<file path="src/hw/rtl/sink_route_update_and_decision_defines.svh">
// Assertion macros for the sink route keeper.
`ifndef SINK_ROUTE_UPDATE_AND_DECISION_DEFINES_SVH
`define SINK_ROUTE_UPDATE_AND_DECISION_DEFINES_SVH

// Same-cycle implication, sampled on clk_i, off while rst_ni is low.
`define SRUD_ASSERT_NOW(label, ante, cons, msg) \
  label: assert property (@(posedge clk_i) disable iff (!rst_ni) (ante) |-> (cons)) \
    else $error(msg);

// Next-cycle implication, sampled on clk_i, off while rst_ni is low.
`define SRUD_ASSERT_NEXT(label, ante, cons, msg) \
  label: assert property (@(posedge clk_i) disable iff (!rst_ni) (ante) |=> (cons)) \
    else $error(msg);

`endif

</file>
<file path="src/hw/rtl/srud_pkg.sv">
// Shared types and constants for the sink route keeper.
package srud_pkg;

  localparam int unsigned SLOT_BASE  = 5000;
  localparam int unsigned SLOT_STEP  = 1000;
  localparam int unsigned SLOT_GRACE = 900;
  // 5000 + 1000 * 255 fits in 18 bits
  localparam int unsigned SLOT_T_W   = 18;
  localparam int unsigned CFG_IDX_W  = 3;
  localparam int unsigned CFG_DATA_W = 32;

  typedef enum logic [1:0] {
    FUNC_INFO  = 2'd0,
    FUNC_ROUTE = 2'd1,
    FUNC_TIMER = 2'd2,
    FUNC_NONE  = 2'd3
  } func_e;

  typedef enum logic [2:0] {
    DEC_LOCAL   = 3'd0,
    DEC_BCAST   = 3'd1,
    DEC_UNICAST = 3'd2,
    DEC_DROP    = 3'd3,
    DEC_NONE    = 3'd4
  } dec_e;

  typedef enum logic [CFG_IDX_W-1:0] {
    CFG_LOCAL_ADDR = 3'd0,
    CFG_ROOT_ALIAS = 3'd1,
    CFG_BCAST_ADDR = 3'd2,
    CFG_MAX_HOPS   = 3'd3,
    CFG_VALID_TIME = 3'd4,
    CFG_SF_LEN     = 3'd5
  } cfg_idx_e;

  typedef enum logic [2:0] {
    ST_IDLE,
    ST_EVAL,
    ST_DIV,
    ST_SLOT,
    ST_FIN
  } state_e;

  typedef struct packed {
    logic        start;
    logic [31:0] dividend;
    logic [31:0] divisor;
  } div_req_t;

  typedef struct packed {
    logic        done;
    logic [31:0] rem;
  } div_rsp_t;

endpackage

</file>
<file path="src/hw/rtl/srud_mod.sv">
// Bit-serial restoring remainder unit, one quotient bit per cycle.
module srud_mod (
  input  logic              clk_i,
  input  logic              rst_ni,
  input  srud_pkg::div_req_t req_i,
  output srud_pkg::div_rsp_t rsp_o
);

  logic [31:0] rem_q, rem_d;
  logic [31:0] dvd_q, dvd_d;
  logic [31:0] dsr_q, dsr_d;
  logic [5:0]  cnt_q, cnt_d;
  logic        done_q, done_d;
  logic [32:0] trial;
  logic [32:0] diff;
  logic        ge;

  assign trial = {rem_q, dvd_q[31]};
  assign diff  = trial - {1'b0, dsr_q};
  assign ge    = trial >= {1'b0, dsr_q};

  always_comb begin
    rem_d  = rem_q;
    dvd_d  = dvd_q;
    dsr_d  = dsr_q;
    cnt_d  = cnt_q;
    done_d = 1'b0;
    if (req_i.start) begin
      rem_d = '0;
      dvd_d = req_i.dividend;
      dsr_d = req_i.divisor;
      cnt_d = 6'd32;
    end else if (cnt_q != 6'd0) begin
      rem_d  = ge ? diff[31:0] : trial[31:0];
      dvd_d  = {dvd_q[30:0], 1'b0};
      cnt_d  = cnt_q - 6'd1;
      done_d = (cnt_q == 6'd1);
    end
  end

  always_ff @(posedge clk_i or negedge rst_ni) begin
    if (!rst_ni) begin
      cnt_q  <= '0;
      done_q <= 1'b0;
    end else begin
      cnt_q  <= cnt_d;
      done_q <= done_d;
    end
  end

  always_ff @(posedge clk_i) begin
    rem_q <= rem_d;
    dvd_q <= dvd_d;
    dsr_q <= dsr_d;
  end

  assign rsp_o.done = done_q;
  assign rsp_o.rem  = rem_q;

endmodule

</file>
<file path="src/hw/rtl/sink_route_update_and_decision.sv">
// Top level of the sink route keeper and packet router.
//
// Keeps one route toward the root and answers one request at a time. A request is
// taken when start is high and busy is low; busy then stays high until the result
// shows up on the output ports for exactly one cycle, flagged by done_o. The
// receiver cannot stall, so nothing is held back. Routing-info, timer-check,
// unused-code requests and route requests that do not end up as a unicast toward
// the root pass through ST_EVAL alone before done_o. A unicast toward the root
// needs the position inside the superframe, fixed_time modulo superframe_length,
// from the bit-serial remainder unit; it passes ST_EVAL, ST_DIV, ST_SLOT, ST_FIN
// (no ST_DIV when superframe_length is zero and no reduction is done). The next
// request may be accepted in the cycle in which done_o is high. Configuration
// writes land at the edge where cfg_we_i is high and must only come while idle.
module sink_route_update_and_decision (
  input  logic                                clk_i,
  input  logic                                rst_ni,
  // request side
  input  logic                                start,
  output logic                                busy,
  input  logic [1:0]                          func_i,
  input  logic [31:0]                         now_ticks_i,
  input  logic [31:0]                         fixed_time_i,
  input  logic [9:0]                          jitter_i,
  input  logic [15:0]                         src_address_i,
  input  logic [15:0]                         dst_address_i,
  input  logic                                is_local_origin_i,
  input  logic [15:0]                         info_seqnum_i,
  input  logic [7:0]                          info_hop_count_i,
  input  logic [15:0]                         info_root_address_i,
  input  logic [31:0]                         info_root_clock_i,
  input  logic [7:0]                          info_mote_number_i,
  // configuration write port
  input  logic                                cfg_we_i,
  input  logic [srud_pkg::CFG_IDX_W-1:0]      cfg_idx_i,
  input  logic [srud_pkg::CFG_DATA_W-1:0]     cfg_data_i,
  // result side
  output logic                                done_o,
  output logic [2:0]                          decision_o,
  output logic [15:0]                         next_hop_o,
  output logic [15:0]                         dst_out_o,
  output logic [7:0]                          hop_limit_o,
  output logic [31:0]                         send_time_o,
  output logic                                send_request_o,
  output logic                                route_updated_o,
  output logic signed [31:0]                  root_clock_delta_o
);

  `include "sink_route_update_and_decision_defines.svh"

  // ---------------------------------------------------------------------------
  // Configuration registers
  // ---------------------------------------------------------------------------
  logic [15:0] local_addr_q, root_alias_q, bcast_addr_q;
  logic [7:0]  max_hops_q;
  logic [31:0] valid_time_q, sf_len_q;

  always_ff @(posedge clk_i or negedge rst_ni) begin
    if (!rst_ni) begin
      local_addr_q <= 16'd0;
      root_alias_q <= 16'd65534;
      bcast_addr_q <= 16'd65535;
      max_hops_q   <= 8'd16;
      valid_time_q <= 32'd60000;
      sf_len_q     <= 32'd60000;
    end else if (cfg_we_i) begin
      unique case (srud_pkg::cfg_idx_e'(cfg_idx_i))
        srud_pkg::CFG_LOCAL_ADDR: local_addr_q <= cfg_data_i[15:0];
        srud_pkg::CFG_ROOT_ALIAS: root_alias_q <= cfg_data_i[15:0];
        srud_pkg::CFG_BCAST_ADDR: bcast_addr_q <= cfg_data_i[15:0];
        srud_pkg::CFG_MAX_HOPS:   max_hops_q   <= cfg_data_i[7:0];
        srud_pkg::CFG_VALID_TIME: valid_time_q <= cfg_data_i;
        srud_pkg::CFG_SF_LEN:     sf_len_q     <= cfg_data_i;
        default: ;  // writes beyond the register list are dropped
      endcase
    end
  end

  // ---------------------------------------------------------------------------
  // Route state
  // ---------------------------------------------------------------------------
  logic [15:0] seen_seq_q, seen_seq_d;
  logic [7:0]  hops_root_q, hops_root_d;
  logic [31:0] upd_time_q, upd_time_d;
  logic [15:0] parent_q, parent_d;
  logic [15:0] root_addr_q, root_addr_d;
  logic [31:0] clk_delta_q, clk_delta_d;
  logic [7:0]  slot_idx_q, slot_idx_d;

  // ---------------------------------------------------------------------------
  // Captured request
  // ---------------------------------------------------------------------------
  logic [1:0]  func_q;
  logic [31:0] now_q, fixed_q, rclock_q;
  logic [9:0]  jitter_q;
  logic [15:0] src_q, dst_q, seq_q, raddr_q;
  logic        lo_q;
  logic [7:0]  hops_q, mote_q;

  always_ff @(posedge clk_i) begin
    if (start && !busy) begin
      func_q   <= func_i;
      now_q    <= now_ticks_i;
      fixed_q  <= fixed_time_i;
      jitter_q <= jitter_i;
      src_q    <= src_address_i;
      dst_q    <= dst_address_i;
      lo_q     <= is_local_origin_i;
      seq_q    <= info_seqnum_i;
      hops_q   <= info_hop_count_i;
      raddr_q  <= info_root_address_i;
      rclock_q <= info_root_clock_i;
      mote_q   <= info_mote_number_i;
    end
  end

  // ---------------------------------------------------------------------------
  // Sequencer and datapath
  // ---------------------------------------------------------------------------
  srud_pkg::state_e state_q, state_d;
  srud_pkg::div_req_t div_req;
  srud_pkg::div_rsp_t div_rsp;

  logic [srud_pkg::SLOT_T_W-1:0] slot_t_q, slot_t_d;
  logic [31:0] pos_q, pos_d;
  logic [31:0] acc_q, acc_d;
  logic        near_q, near_d;

  logic        done_q, done_d;
  srud_pkg::dec_e dec_q, dec_d;
  logic [15:0] next_hop_q, next_hop_d;
  logic [15:0] dst_out_q, dst_out_d;
  logic [7:0]  hop_lim_q, hop_lim_d;
  logic [31:0] send_time_q, send_time_d;
  logic        send_req_q, send_req_d;
  logic        updated_q, updated_d;
  logic [31:0] delta_out_q, delta_out_d;

  // validity: hop count below the maximum and not past update_time + valid_time
  logic [31:0] expiry_diff;
  logic        hop_ok, expired, valid;
  logic [15:0] seq_diff;
  logic        newer, take;
  logic        rewrite, hit_local, is_bc, is_root;
  logic [15:0] dst_eff;
  logic [31:0] slot_t_ext;
  logic        slot_lt;

  assign expiry_diff = upd_time_q + valid_time_q - now_q;
  assign hop_ok      = hops_root_q < max_hops_q;
  assign expired     = expiry_diff[31];
  assign valid       = hop_ok && !expired;

  // wrapping 16-bit sequence compare
  assign seq_diff = seen_seq_q - seq_q;
  assign newer    = seq_diff[15];
  assign take     = (!valid || newer || (seq_q == seen_seq_q && hops_q < hops_root_q))
                    && !(hops_q > max_hops_q);

  // root alias rewrite for locally generated packets
  assign rewrite   = lo_q && (dst_q == root_alias_q);
  assign dst_eff   = rewrite ? root_addr_q : dst_q;
  assign hit_local = dst_eff == local_addr_q;
  assign is_bc     = dst_eff == bcast_addr_q;
  assign is_root   = dst_eff == root_addr_q;

  assign slot_t_ext = {{(32-srud_pkg::SLOT_T_W){1'b0}}, slot_t_q};
  assign slot_lt    = slot_t_ext < pos_q;

  always_comb begin
    state_d     = state_q;
    seen_seq_d  = seen_seq_q;
    hops_root_d = hops_root_q;
    upd_time_d  = upd_time_q;
    parent_d    = parent_q;
    root_addr_d = root_addr_q;
    clk_delta_d = clk_delta_q;
    slot_idx_d  = slot_idx_q;
    slot_t_d    = slot_t_q;
    pos_d       = pos_q;
    acc_d       = acc_q;
    near_d      = near_q;
    done_d      = 1'b0;
    dec_d       = dec_q;
    next_hop_d  = next_hop_q;
    dst_out_d   = dst_out_q;
    hop_lim_d   = hop_lim_q;
    send_time_d = send_time_q;
    send_req_d  = send_req_q;
    updated_d   = updated_q;
    delta_out_d = delta_out_q;
    div_req.start    = 1'b0;
    div_req.dividend = fixed_q;
    div_req.divisor  = sf_len_q;

    unique case (state_q)
      srud_pkg::ST_IDLE: begin
        if (start) state_d = srud_pkg::ST_EVAL;
      end

      srud_pkg::ST_EVAL: begin
        dec_d       = srud_pkg::DEC_NONE;
        next_hop_d  = '0;
        dst_out_d   = '0;
        hop_lim_d   = '0;
        send_time_d = '0;
        send_req_d  = 1'b0;
        updated_d   = 1'b0;
        delta_out_d = clk_delta_q;
        done_d      = 1'b1;
        state_d     = srud_pkg::ST_IDLE;
        case (srud_pkg::func_e'(func_q))
          srud_pkg::FUNC_INFO: begin
            if (hop_ok && expired) hops_root_d = max_hops_q;
            if (take) begin
              root_addr_d = raddr_q;
              parent_d    = src_q;
              seen_seq_d  = seq_q;
              hops_root_d = hops_q;
              upd_time_d  = now_q;
              clk_delta_d = rclock_q - now_q;
              slot_idx_d  = mote_q;
              delta_out_d = rclock_q - now_q;
              updated_d   = 1'b1;
            end
          end
          srud_pkg::FUNC_ROUTE: begin
            dst_out_d = dst_eff;
            hop_lim_d = rewrite ? max_hops_q : 8'd0;
            if (hit_local) begin
              dec_d = srud_pkg::DEC_LOCAL;
            end else if (is_bc) begin
              dec_d = lo_q ? srud_pkg::DEC_BCAST : srud_pkg::DEC_LOCAL;
            end else if (is_root) begin
              // route requests check validity (with expiry side effect) only here
              if (hop_ok && expired) hops_root_d = max_hops_q;
              if (valid && lo_q) begin
                dec_d      = srud_pkg::DEC_UNICAST;
                next_hop_d = parent_q;
                slot_t_d   = srud_pkg::SLOT_T_W'(srud_pkg::SLOT_BASE)
                             + srud_pkg::SLOT_T_W'(slot_idx_q)
                             * srud_pkg::SLOT_T_W'(srud_pkg::SLOT_STEP);
                done_d     = 1'b0;
                if (sf_len_q == 32'd0) begin
                  pos_d   = fixed_q;
                  state_d = srud_pkg::ST_SLOT;
                end else begin
                  div_req.start = 1'b1;
                  state_d       = srud_pkg::ST_DIV;
                end
              end else begin
                dec_d = srud_pkg::DEC_DROP;
              end
            end else begin
              dec_d = lo_q ? srud_pkg::DEC_UNICAST : srud_pkg::DEC_DROP;
            end
          end
          srud_pkg::FUNC_TIMER: begin
            if (hop_ok && expired) hops_root_d = max_hops_q;
            send_req_d = !valid;
          end
          default: ;  // unused code: no state change, decision none
        endcase
      end

      srud_pkg::ST_DIV: begin
        if (div_rsp.done) begin
          pos_d   = div_rsp.rem;
          state_d = srud_pkg::ST_SLOT;
        end
      end

      srud_pkg::ST_SLOT: begin
        // slot already passed: send now if within grace, else next superframe
        near_d  = slot_lt && (slot_t_ext + 32'(srud_pkg::SLOT_GRACE) > pos_q);
        acc_d   = slot_lt ? slot_t_ext + sf_len_q - pos_q : slot_t_ext - pos_q;
        state_d = srud_pkg::ST_FIN;
      end

      srud_pkg::ST_FIN: begin
        send_time_d = near_q ? 32'd0 : acc_q + {22'd0, jitter_q} + fixed_q;
        done_d      = 1'b1;
        state_d     = srud_pkg::ST_IDLE;
      end

      default: state_d = srud_pkg::ST_IDLE;
    endcase
  end

  srud_mod u_mod (
    .clk_i  (clk_i),
    .rst_ni (rst_ni),
    .req_i  (div_req),
    .rsp_o  (div_rsp)
  );

  always_ff @(posedge clk_i or negedge rst_ni) begin
    if (!rst_ni) begin
      state_q     <= srud_pkg::ST_IDLE;
      done_q      <= 1'b0;
      seen_seq_q  <= '0;
      hops_root_q <= 8'd16;
      upd_time_q  <= '0;
      parent_q    <= '0;
      root_addr_q <= '0;
      clk_delta_q <= '0;
      slot_idx_q  <= '0;
    end else begin
      state_q     <= state_d;
      done_q      <= done_d;
      seen_seq_q  <= seen_seq_d;
      hops_root_q <= hops_root_d;
      upd_time_q  <= upd_time_d;
      parent_q    <= parent_d;
      root_addr_q <= root_addr_d;
      clk_delta_q <= clk_delta_d;
      slot_idx_q  <= slot_idx_d;
    end
  end

  always_ff @(posedge clk_i) begin
    slot_t_q    <= slot_t_d;
    pos_q       <= pos_d;
    acc_q       <= acc_d;
    near_q      <= near_d;
    dec_q       <= dec_d;
    next_hop_q  <= next_hop_d;
    dst_out_q   <= dst_out_d;
    hop_lim_q   <= hop_lim_d;
    send_time_q <= send_time_d;
    send_req_q  <= send_req_d;
    updated_q   <= updated_d;
    delta_out_q <= delta_out_d;
  end

  assign busy               = state_q != srud_pkg::ST_IDLE;
  assign done_o             = done_q;
  assign decision_o         = dec_q;
  assign next_hop_o         = next_hop_q;
  assign dst_out_o          = dst_out_q;
  assign hop_limit_o        = hop_lim_q;
  assign send_time_o        = send_time_q;
  assign send_request_o     = send_req_q;
  assign route_updated_o    = updated_q;
  assign root_clock_delta_o = delta_out_q;

  // ---------------------------------------------------------------------------
  // Checks
  // ---------------------------------------------------------------------------
  // a result is only shown once the sequencer is back to idle
  `SRUD_ASSERT_NOW(a_done_idle, done_o, !busy, "result strobe while busy")
  // an accepted request always occupies the block on the next cycle
  `SRUD_ASSERT_NEXT(a_accept_busy, start && !busy, busy, "accepted request not busy")
  // only a unicast carries a send time
  `SRUD_ASSERT_NOW(a_send_time, done_o && decision_o != srud_pkg::DEC_UNICAST,
                   send_time_o == 32'd0, "send time on non-unicast result")
  // the remainder unit only reports while its result is awaited
  `SRUD_ASSERT_NOW(a_div_state, div_rsp.done, state_q == srud_pkg::ST_DIV,
                   "remainder ready outside divide wait")

endmodule

</file>
<file path="config.mk">
export PLATFORM = sky130hd
export DESIGN_NAME = sink_route_update_and_decision
export DESIGN_NICKNAME = d
export VERILOG_FILES = /design/src/hw/rtl/srud_pkg.sv /design/src/hw/rtl/srud_mod.sv /design/src/hw/rtl/sink_route_update_and_decision.sv
export VERILOG_INCLUDE_DIRS = /design/src /design/src/hw/rtl
export SDC_FILE = /design/constraint.sdc
export NUM_CORES = 2
export LEC_CHECK = 0
export ABC_AREA = 1
export BUFFER_PORTS_ARGS = -buffer_cell sky130_fd_sc_hd__buf_2
export CAP_MARGIN = 15
export CORE_ASPECT_RATIO = 1.5
export CORE_MARGIN = 2
export CORE_UTILIZATION = 35
export CTS_CLUSTER_DIAMETER = 150
export DETAILED_ROUTE_END_ITERATION = 7
export PLACE_DENSITY = 0.55
export SETUP_SLACK_MARGIN = 0.1
export SYNTH_ARGS = -nofsm -noshare
export SYNTH_HDL_FRONTEND = slang
export SYNTH_SLANG_ARGS = --single-unit
</file>
<file path="constraint.sdc">
create_clock -name clk_i -period 9.8 [get_ports clk_i]
set_clock_uncertainty 0.1 [all_clocks]
set_input_delay 1.96 -clock clk_i [delete_from_list [all_inputs] [get_ports clk_i]]
set_output_delay 1.96 -clock clk_i [all_outputs]
set_load 0.1 [all_outputs]
</file>
==> run_results.csv <==
group,metric,value,unit
run_status,run_status,"finished clean",
timing,hold_viol,0,
routing,wirelength,126000,um
floorplanning,die_h,426,um
logic_synthesis,synth_seq_cells,733,
power,power.switching,7.68,mW
cts,cts_hold_buf,0,
timing,min_period,6260,ps
final_layout,drive_gt1_share,11.5,%
cts,path_clk_slew,70,ps
cts,cts_tree,"yes",
routing,vias,31953,
routing,first_pass_iters,5,
floorplanning,row_count,154,
cts,cts_resized,0,
floorplanning,start_util,35.3,%
placed_design,io_buffers,338,
critical_path,crit_fanout,37,
power,ir_drop,0.393,mV
power,seqPwrFrac,30.3,%
power,switching_share,46.0,%
placed_design,place_congestion,0.949,
power,power.total,16.7,mW
cts,cts_made_buffers,79,
final_layout,multiInputGateArea,18100,um2
grt,grt_pass1_wl,191000,um
critical_path,critPathArrivalTime,6450,ps
cts,cts_buffer_depth,3,
final_layout,nFillCells,11774,
logic_synthesis,syn_area,41600,um2
power,power_frac_clock,18.8,%
power,p_int,9.00,mW
final_layout,seq_area,20500,um2
routing,wire_per_inst,19.3,um
grt,overflow,0,
placed_design,placed_area,45100,um2
logic_synthesis,seq_area_frac_synth,49.2,%
critical_path,setup.worst_path.end_class,"flip-flop",
final_layout,area_growth,15.1,%
power,comb_power_share,50.8,%
timing,slew-limit-headroom,24.8,%
critical_path,required,9980,ps
flow_run,cap_violations,0,
cts,post-cts-setup-buffer-count,0,
timing,whs,343,ps
timing,tightestPinTransition,1130,ps
min_path,hold_class,"reg2reg",
timing,finalSetupViolations,0,
logic_synthesis,yosysWarningCount,0,
routing,drtIter0Drc,1648,
critical_path,path_class,"reg2reg",
placed_design,hpwl,98500,um
power,p_leak,22.3,nW
timing,slew_viol_final,0,
power,power_density,348,nW/um2
floorplanning,ios,339,
floorplanning,dieArea,122000,um2
cts,clk-insertion-delay-late,690,ps
routing,viasPerCell,4.90,
cts,htree_levels,3,
floorplanning,die_x,285,um
logic_synthesis,synth_fp_nets,5153,
critical_path,crit_path_start_kind,"flip-flop",
min_path,worst_hold_path.num_cells,2,
timing,final.setup.tns,0,ps
logic_synthesis,syn_inst,4546,
cts,numClockSinks,733,
grt,antenna_found_initial,23,
timing,post-route-period-util,63.9,%
grt,grt_max_degree,123,
final_layout,final_nets,5500,
logic_synthesis,synthArstFlopShare,35.3,%
grt,first_global_vias,32753,
timing,max_freq,160,MHz
critical_path,r2r_cells,15,
logic_synthesis,yosysUniqueCellTypes,49,
floorplanning,core,118000,um2
grt,grt_usage,20.8,%
logic_synthesis,synth-edff-count,442,
routing,drc,0,
timing,rsz0062_at_grt,"no",
cts,root_buffer,"clkbuf_16",
routing,ant_nets,0,
logic_synthesis,avgSynthCellArea,9.15,um2
final_layout,fin_area,47900,um2
final_layout,finish.utilization,40.7,%
logic_synthesis,synthFlopType,"edfxtp_1",
final timing paths:
check	startpoint	endpoint	slack, ps
worst max-delay path	dst_q[14]$_DFFE_PP_	u_mod.dsr_q[30]$_DFFE_PP_	3540
worst min-delay path	raddr_q[13]$_DFFE_PP_	root_addr_q[13]$_DFFE_PN0P_	340
worst max register to register	dst_q[14]$_DFFE_PP_	u_mod.dsr_q[30]$_DFFE_PP_	3540
worst min register to register	raddr_q[13]$_DFFE_PP_	root_addr_q[13]$_DFFE_PN0P_	340
max in group asynchronous	rst_ni	clk_delta_q[7]$_DFFE_PN0P_	7110
min in group asynchronous	rst_ni	parent_q[14]$_DFFE_PN0P_	1210
cell usage after synthesis, drive strengths merged, types with 2 or more instances:
| master | number | area, um2 |
|---|---|---|
| nand3b | 37 | 278 |
| a21boi | 18 | 135 |
| buf | 34 | 200 |
| a21oi | 244 | 1220 |
| dfstp | 47 | 1230 |
| nor2 | 271 | 1030 |
| xnor2 | 56 | 490 |
| o21bai | 15 | 113 |
| dfrtp | 212 | 5310 |
| clkinv | 3 | 11.3 |
| a21o | 10 | 75.1 |
| inv | 695 | 2610 |
| nand3 | 119 | 608 |
| edfxtp | 442 | 13300 |
| o31ai | 3 | 22.5 |
| o211ai | 35 | 263 |
| o21ai | 470 | 2350 |
| o21a | 24 | 180 |
| o2111ai | 2 | 17.5 |
| nor3 | 37 | 185 |
| dfxtp | 32 | 641 |
| a221oi | 6 | 52.6 |
| xor2 | 90 | 788 |
| a31oi | 21 | 131 |
| nor4 | 19 | 119 |
| fa | 81 | 1620 |
| nand4 | 85 | 532 |
| and3 | 2 | 12.5 |
| nand2 | 1041 | 3910 |
| clkbuf | 76 | 285 |
| ha | 298 | 3730 |
| or2 | 6 | 37.5 |
| o221ai | 2 | 17.5 |
| a211oi | 5 | 37.5 |
| nor3b | 2 | 15.0 |
stage by stage:
step | instances | setup WS [ps]
2_1_floorplan | 4546 | 2360
3_3_place_gp | 6369 | 3630
3_5_place_dp | 6369 | 3620
4_1_cts | 6516 | 3570
5_1_grt | 6520 | 3140
6_report | 6525 | 3540
routing by layer:
layer | vias up | routed length (um) | track usage [%]
li1 | 15822 | - | -
met1 | 15163 | 49300 | 23.3
met2 | 704 | 65500 | 38.7
met3 | 232 | 5550 | 3.29
met4 | 32 | 5490 | 8.94
met5 | - | 222 | 0
power groups by stage:
stage / clock network, mW / logic, mW / registers, mW
floorplan: 0 / 5.32 / 6.25
global placement: 0 / 8.41 / 5.11
detailed placement: 0 / 8.51 / 5.11
CTS: 3.23 / 8.57 / 5.07
global route: 3.34 / 9.65 / 5.15
finish: 3.14 / 8.48 / 5.06
final cells by class:
type                       instances  area share (%)
sequential                       733            42.7
multi-input combinational       3005            37.8
inverter                         698            5.47
clock buffer                     105            4.59
timing repair buffer             376            4.26
tap                             1560            4.08
clock inverter                    42            1.06
antenna                            6          0.0314
registers in the layout (all words and copies together) (netlist names), 32 cells and up:
name / flops
rclock_q: 32
u_mod.dvd_q: 32
fixed_q: 32
now_q: 32
root_clock_delta_o: 32
pos_q: 32
clk_delta_q: 32
valid_time_q: 32
u_mod.rem_q: 32
upd_time_q: 32
u_mod.dsr_q: 32
acc_q: 32
sf_len_q: 32
send_time_o: 32
worst max-delay path: stages (launching register included):
cell and delay, ps:
edfxtp_1 430, xnor2_1 350, nand3_1 170, nor2_2 780, nand3_1 830, buf_4 470, nand2_1 130, o21ai_1 80
nor2_1 140, nand2_1 70, nor2_1 190, nand3b_1 160, nor2_4 120, buf_4 380, nand3_4 510, inv_2 820
cell usage in the layout (no fill, tap or decap), types with 7 or more instances in the layout:
master	n
nand2_1	1037
inv_1	689
o21ai_0	455
edfxtp_1	442
buf_2	337
ha_1	298
nor2_1	264
a21oi_1	243
dfrtp_1	212
nand3_1	118
xor2_1	90
nand4_1	85
clkbuf_16	82
fa_1	81
xnor2_1	56
dfstp_2	47
nand3b_1	37
o211ai_1	35
nor3_1	34
buf_4	34
dfxtp_1	32
o21a_1	24
a31oi_1	21
nor4_1	19
a21boi_0	18
clkbuf_1	17
o21ai_1	15
o21bai_1	15
clkinv_1	13
a21o_1	10
clkinv_2	9
bufinv_16	7
cell families (layout without fill, tap and decap cells):
kind of cell	count (synthesis)	in the layout	share of synthesized area (%)
other	0	6	0
flip-flops	733	733	49.2
AND/OR/NAND/NOR	1620	1620	16.2
buffers and inverters	808	1221	7.47
AO/OA/AOI/OAI	860	860	11.2
XOR/XNOR	146	146	3.07
adder cells (fa/ha/maj)	379	379	12.9
No activity file was read; power rests on OpenSTA's default activity.
